--- src/sv/tsc_pkg.sv ---
// ----------------------------------------------------------------------------
// tsc_pkg
// constants and the crc-8 update shared by the scratchpad decoder
// ----------------------------------------------------------------------------
`timescale 1ns / 1ps

package tsc_pkg;

  localparam int unsigned BYTE_W    = 8;
  localparam int unsigned FRAC_W    = 10;
  localparam int unsigned TEMP_W    = 16;
  localparam int unsigned CNT_W     = 4;
  localparam int unsigned NIBBLE_W  = 4;
  localparam int unsigned PROD_W    = 14;
  localparam int unsigned FRAC_DIV  = 1000;

  localparam logic [BYTE_W-1:0] CRC_POLY   = 8'h8C;
  localparam logic [BYTE_W-1:0] CRC_INIT   = 8'h00;
  localparam logic [FRAC_W-1:0] FRAC_RESET = 10'd625;
  localparam logic [TEMP_W-1:0] NIBBLE_MASK = 16'h000F;

  typedef logic [BYTE_W-1:0] byte_t;
  typedef logic [TEMP_W-1:0] temp_t;
  typedef logic [FRAC_W-1:0] frac_t;

  // reflected crc-8, one byte, lsb first
  function automatic byte_t crc8_update(input byte_t crc, input byte_t data);
    byte_t c;
    c = crc ^ data;
    for (int k = 0; k < BYTE_W; k++) begin
      if (c[0]) begin
        c = (c >> 1) ^ CRC_POLY;
      end else begin
        c = c >> 1;
      end
    end
    return c;
  endfunction

endpackage

--- src/sv/temp_scratchpad_crc_convert.sv ---
// ----------------------------------------------------------------------------
// temp_scratchpad_crc_convert
// crc-8 check and temperature decode over a sensor scratchpad
// ----------------------------------------------------------------------------
// channel | direction | handshake            | payload
// in      | input     | in_valid / in_ready  | in_scratch_byte[7:0]
// out     | output    | out_valid / out_ready| out_temp_tenths[15:0], out_crc_error
// cfg     | input     | cfg_valid / cfg_ready| cfg_frac_per_lsb[9:0]
//
// one byte per cycle while no result is stalled; each byte passes through the
// input register, and the last byte of a scratchpad lands its result in the
// output register once that register is free
// rate is set by the combinational crc update and the output register
// rst_n is synchronous; it clears counters, crc, held bytes and valids
// a stalled result holds only the last byte of the next scratchpad
// ----------------------------------------------------------------------------
`timescale 1ns / 1ps

module temp_scratchpad_crc_convert #(
  parameter int unsigned SCRATCH_BYTES = 9
) (
  input  logic           clk,
  input  logic           rst_n,
  input  logic           in_valid,
  output logic           in_ready,
  input  tsc_pkg::byte_t in_scratch_byte,
  output logic           out_valid,
  input  logic           out_ready,
  output tsc_pkg::temp_t out_temp_tenths,
  output logic           out_crc_error,
  input  logic           cfg_valid,
  output logic           cfg_ready,
  input  tsc_pkg::frac_t cfg_frac_per_lsb
);
  import tsc_pkg::*;

  localparam logic [CNT_W-1:0] LAST_IDX = CNT_W'(SCRATCH_BYTES - 1);

  logic              s1_valid_r;
  byte_t             s1_byte_r;
  logic [CNT_W-1:0]  cnt_r;
  byte_t             crc_r;
  byte_t             low_r;
  byte_t             high_r;
  frac_t             frac_r;
  logic              out_valid_r;
  temp_t             out_tenths_r;
  logic              out_err_r;

  byte_t             crc_nxt;
  logic              is_last;
  logic              out_free;
  logic              s1_go;
  temp_t             tenths;

  assign crc_nxt  = crc8_update(crc_r, s1_byte_r);
  assign is_last  = cnt_r == LAST_IDX;
  assign out_free = !out_valid_r || out_ready;
  assign s1_go    = s1_valid_r && (!is_last || out_free);
  assign in_ready = !s1_valid_r || s1_go;
  assign cfg_ready = 1'b1;

  tsc_convert u_convert (
    .reading      ({high_r, low_r}),
    .frac_per_lsb (frac_r),
    .tenths       (tenths)
  );

  always_ff @(posedge clk) begin
    if (!rst_n) begin
      frac_r <= FRAC_RESET;
    end else if (cfg_valid && cfg_ready) begin
      frac_r <= cfg_frac_per_lsb;
    end
  end

  always_ff @(posedge clk) begin
    if (!rst_n) begin
      s1_valid_r <= 1'b0;
    end else if (in_ready) begin
      s1_valid_r <= in_valid;
    end
  end

  always_ff @(posedge clk) begin
    if (in_ready && in_valid) begin
      s1_byte_r <= in_scratch_byte;
    end
  end

  // scratchpad state; bytes 0 and 1 are in place before the last byte when SCRATCH_BYTES is at least 3
  always_ff @(posedge clk) begin
    if (!rst_n) begin
      cnt_r  <= '0;
      crc_r  <= CRC_INIT;
      low_r  <= '0;
      high_r <= '0;
    end else if (s1_go) begin
      if (is_last) begin
        cnt_r  <= '0;
        crc_r  <= CRC_INIT;
        low_r  <= '0;
        high_r <= '0;
      end else begin
        cnt_r <= cnt_r + 1'b1;
        crc_r <= crc_nxt;
        if (cnt_r == '0) begin
          low_r <= s1_byte_r;
        end
        if (cnt_r == CNT_W'(1)) begin
          high_r <= s1_byte_r;
        end
      end
    end
  end

  always_ff @(posedge clk) begin
    if (!rst_n) begin
      out_valid_r <= 1'b0;
    end else if (s1_go && is_last) begin
      out_valid_r <= 1'b1;
    end else if (out_ready) begin
      out_valid_r <= 1'b0;
    end
  end

  always_ff @(posedge clk) begin
    if (s1_go && is_last) begin
      out_err_r    <= crc_nxt != CRC_INIT;
      out_tenths_r <= (crc_nxt != CRC_INIT) ? '0 : tenths;
    end
  end

  assign out_valid       = out_valid_r;
  assign out_temp_tenths = out_tenths_r;
  assign out_crc_error   = out_err_r;

endmodule

--- src/sv/tsc_convert.sv ---
// ----------------------------------------------------------------------------
// tsc_convert
// raw 16-bit reading to tenths of a degree: whole * 10 + nibble * frac / 1000
// ----------------------------------------------------------------------------
`timescale 1ns / 1ps

module tsc_convert (
  input  tsc_pkg::temp_t reading,
  input  tsc_pkg::frac_t frac_per_lsb,
  output tsc_pkg::temp_t tenths
);
  import tsc_pkg::*;

  localparam int unsigned STEPS = 15;

  logic [TEMP_W-1:0]   whole;
  logic [TEMP_W-1:0]   whole_x10;
  logic [NIBBLE_W-1:0] nibble;
  logic [PROD_W-1:0]   prod;
  logic [STEPS-1:0]    ge;
  logic [NIBBLE_W-1:0] quot;

  assign whole     = reading >> NIBBLE_W;
  assign whole_x10 = (whole << 3) + (whole << 1);
  assign nibble    = NIBBLE_W'(reading & NIBBLE_MASK);
  assign prod      = PROD_W'(nibble * frac_per_lsb);

  // quotient stays below 16, so compare against each multiple of the divisor
  always_comb begin
    for (int i = 0; i < STEPS; i++) begin
      ge[i] = prod >= PROD_W'((i + 1) * FRAC_DIV);
    end
  end

  assign quot   = NIBBLE_W'($countones(ge));
  assign tenths = whole_x10 + TEMP_W'(quot);

endmodule

--- config.mk ---
export PLATFORM = sky130hd
export DESIGN_NAME = temp_scratchpad_crc_convert
export DESIGN_NICKNAME = d
export VERILOG_FILES = /design/src/sv/tsc_pkg.sv /design/src/sv/temp_scratchpad_crc_convert.sv /design/src/sv/tsc_convert.sv
export SDC_FILE = /design/constraint.sdc
export NUM_CORES = 1
export LEC_CHECK = 0
export BUFFER_PORTS_ARGS = -buffer_cell sky130_fd_sc_hd__buf_2
export CAP_MARGIN = 20
export CELL_PAD_IN_SITES_DETAIL_PLACEMENT = 1
export CELL_PAD_IN_SITES_GLOBAL_PLACEMENT = 1
export CORE_MARGIN = 2
export CORE_UTILIZATION = 48
export CTS_CLUSTER_SIZE = 16
export DETAILED_ROUTE_END_ITERATION = 10
export GPL_TIMING_DRIVEN = 0
export PLACE_DENSITY_LB_ADDON = 0.1
export SYNTH_ARGS = -nofsm -noshare
export SYNTH_HDL_FRONTEND = slang
export SYNTH_SLANG_ARGS = --single-unit
--- constraint.sdc ---
create_clock -name clk -period 11.8 [get_ports clk]
set_input_delay 1.18 -clock clk [delete_from_list [all_inputs] [get_ports clk]]
set_output_delay 1.18 -clock clk [all_outputs]
set_load 0.05 [all_outputs]
==> run_results.csv <==
group,metric,value,unit
logic_synthesis,ys_ff_latch,65,
placement,post-dp-hpwl,10.1,mm
cts,numClockSinks,65,
timing,fin_worst_hold_slack,0.519,ns
die,io_pins,43,
detailed_routing,firstDrtPassIters,4,
detailed_routing,avgRoutedWirePerCell,16.5,um
cts,cts-resized-gates,0,
die,core_area,11400,um2
die,start_util,0.489,
logic_synthesis,synth.area.mux_share,0.0504,
run_status,outcome,"finished, final reports clean",
placement,place_worst_setup_slack,2.29,ns
timing,tightestPinTransition,0.683,ns
placement,gp_congestion,0.891,
die,rows,39,
cts,cts_root_buf,"clkbuf_16",
cts,cts_hold_buf,0,
final_layout,drive_gt1_frac,0.122,
logic_synthesis,synth_fp_nets,685,
worst_setup_path,slowest_delay,0.57,ns
logic_synthesis,async_flop_share,0,
logic_synthesis,synth_area,5560,um2
worst_setup_path,critPathRequiredTime,11.87,ns
cts,cts_buffers,9,
logic_synthesis,synthDistinctLibCells,67,
die,dieHeight,112,um
timing,setup_viol,0,
timing,finClkSkew,0.00659,ns
logic_synthesis,synth_edf_count,25,
cts,post_cts_buffers,0,
min_path,hold_path_class,"flop to flop",
power_and_ir_drop,p_leak,2.75,nW
timing,min_period,9.54,ns
global_routing,grt_util_all_layers,0.216,
die,die_area,12500,um2
logic_synthesis,syn_avg_cell_area,9.55,um2
cts,cts_tree,"done",
timing,rsz0062_at_grt,"false",
cts,htreeDepth,3,
min_path,hold_depth,2,
placement,place_inst,764,
final_layout,finish.utilization,0.549,
detailed_routing,drt_wl_total,12.9,mm
worst_setup_path,reg2regPathDepth,31,
job,cap_viol_max_count,0,
worst_setup_path,cp-start-kind,"flop",
detailed_routing,topRoutingLayerUsed,"met4",
final_layout,syn_to_final_growth,12.3,%
global_routing,grt_pass1_wl,22.2,mm
placement,port_buffers,39,
detailed_routing,drt_iter0_drc,200,
global_routing,grt_pass1_vias,4665,
worst_setup_path,crit_fanout,10,
global_routing,grt_max_degree,18,
logic_synthesis,synth_warnings,0,
worst_setup_path,arrival,9.61,ns
logic_synthesis,synth.top_cells.by_area,"dfxtp_1 (14%), edfxtp_1 (14%), ha_1 (12%)",
detailed_routing,wl_met3,243,um
die,die-width,112,um
detailed_routing,post_drt_via_cell_ratio,5.53,
timing,drv_slew,0,
timing,tns,0,ns
timing,final_hold_viol_count,0,
logic_synthesis,yosysSeqAreaShare,0.279,
cts,clock_latency,0.33,ns
logic_synthesis,synth_common_cells,"and2_1 (53), ha_1 (53), dfxtp_1 (40)",
logic_synthesis,yosys.area_share.simple,0.189,
logic_synthesis,synth_top_family_by_area,"adder cells",
detailed_routing,met2RoutedLength,6.58,mm
detailed_routing,wirelength_met1,5.83,mm
worst_setup_path,end_kind,"flop",
global_routing,antenna_found_initial,0,
logic_synthesis,synth-main-ff-cell,"dfxtp_1",
logic_synthesis,synth-compound-area-share,0.150,
final_layout,final_cells,780,
logic_synthesis,synth_xor_area_frac,0.0673,
timing,worst_slack,2.26,ns
final_layout,fillers,1313,
logic_synthesis,yosysTopAreaCellShare,0.144,
timing,post-route-period-util,0.809,
worst_setup_path,cpMaxStageDelayCell,"fa_1",
final_layout,n_antenna_cell,0,
logic_synthesis,yosysTopAreaCell,"dfxtp_1",
detailed_routing,vias,4312,
logic_synthesis,netlist_instances,582,
timing,fmax,105,MHz
detailed_routing,drc,0,
worst_setup_path,critPathMostFrequentCell,"fa_1",
timing,relSlewSlack,0.544,
detailed_routing,drtAntennaViolNets,0,
worst_setup_path,critical_path_class,"flop to flop",
global_routing,grt-ovfl-total,0,
logic_synthesis,synthAdderAreaFrac,0.217,
final_layout,fin_nets,735,
cts,path_clk_slew,0.05,ns
cts,clockBufferDepth,2,
power_and_ir_drop,irDropWorstVdd,0.117,mV
power_and_ir_drop,power.density,117,nW/um2
[where the power goes]
part           total (mW)  switching, mW  internal, mW
Sequential          0.261         0.0135         0.247
Clock               0.270         0.0963         0.173
Combinational       0.201          0.114        0.0875
[layout make-up]
type	instances	area [um2]	area share
Multi-Input combinational cell	453	3740	0.599
Sequential cell	65	1550	0.248
Clock inverter	3	18.8	0.00301
Clock buffer	13	293	0.0469
Tap cell	143	179	0.0287
Buffer	25	118	0.0188
Timing Repair Buffer	39	195	0.0313
Inverter	39	146	0.0234
[worst max-delay path, delay by kind of cell, from the launching register on]
family,cells,cell delay (ns)
DFF,1,0.33
and+or+nand+nor,4,0.50
AOI/OAI and AO/OA,7,2.13
adders and majority gates,12,5.18
xor gates and xnor gates,2,0.37
buffers and inverters,6,0.75
[layout by cell type, fill, tap and decap left out, drive strengths merged, types with 6 or more instances in the layout]
master	n
fa	27
xor2	17
a21o	10
nor2	33
nor3	10
clkbuf	28
edfxtp	25
a31oi	7
and2	53
nand2	28
nor2b	31
buf	49
o21ai	19
xnor2	20
ha	53
mux2i	28
a211oi	6
dfxtp	40
inv	40
nand3	11
a21oi	26
nand4	6
[layer usage]
metal  up-vias  track usage
met5         -            0
met4         0       0.0708
met3        19       0.0348
met2        48        0.378
met1      2114        0.273
li1       2131            -
[stage by stage]
step           power (mW)  area [um2]
6_report            0.732        6240
5_1_grt             0.769        6240
2_1_floorplan       0.420        5560
4_1_cts             0.736        6240
3_3_place_gp        0.455        5930
3_5_place_dp        0.463        5930
[sequential cells by signal, summed over array words and instances (netlist names)]
name and flops:
high_r 8, out_crc_error 1, frac_r 10, s1_valid_r 1
crc_r 8, cnt_r 4, s1_byte_r 8, out_temp_tenths 16
low_r 8, out_valid 1
[path summary, 6_finish.rpt]
check                               from                   to  slack, ns
worst max-delay path            low_r[3]  out_temp_tenths[14]       2.26
worst min-delay path            low_r[1]             low_r[1]       0.52
worst max register to register  low_r[3]  out_temp_tenths[14]       2.26
worst min register to register  low_r[1]             low_r[1]       0.52
[cell families (layout without fill, tap and decap cells)]
logic type,count (synthesis),after routing
and+or+nand+nor,192,192
AOI/OAI and AO/OA,114,114
adders and majority gates,80,80
DFF,65,65
buffers and inverters,64,119
xor gates and xnor gates,38,38
muxes,28,28
other,1,1
No activity file was read; power rests on OpenSTA's default activity.
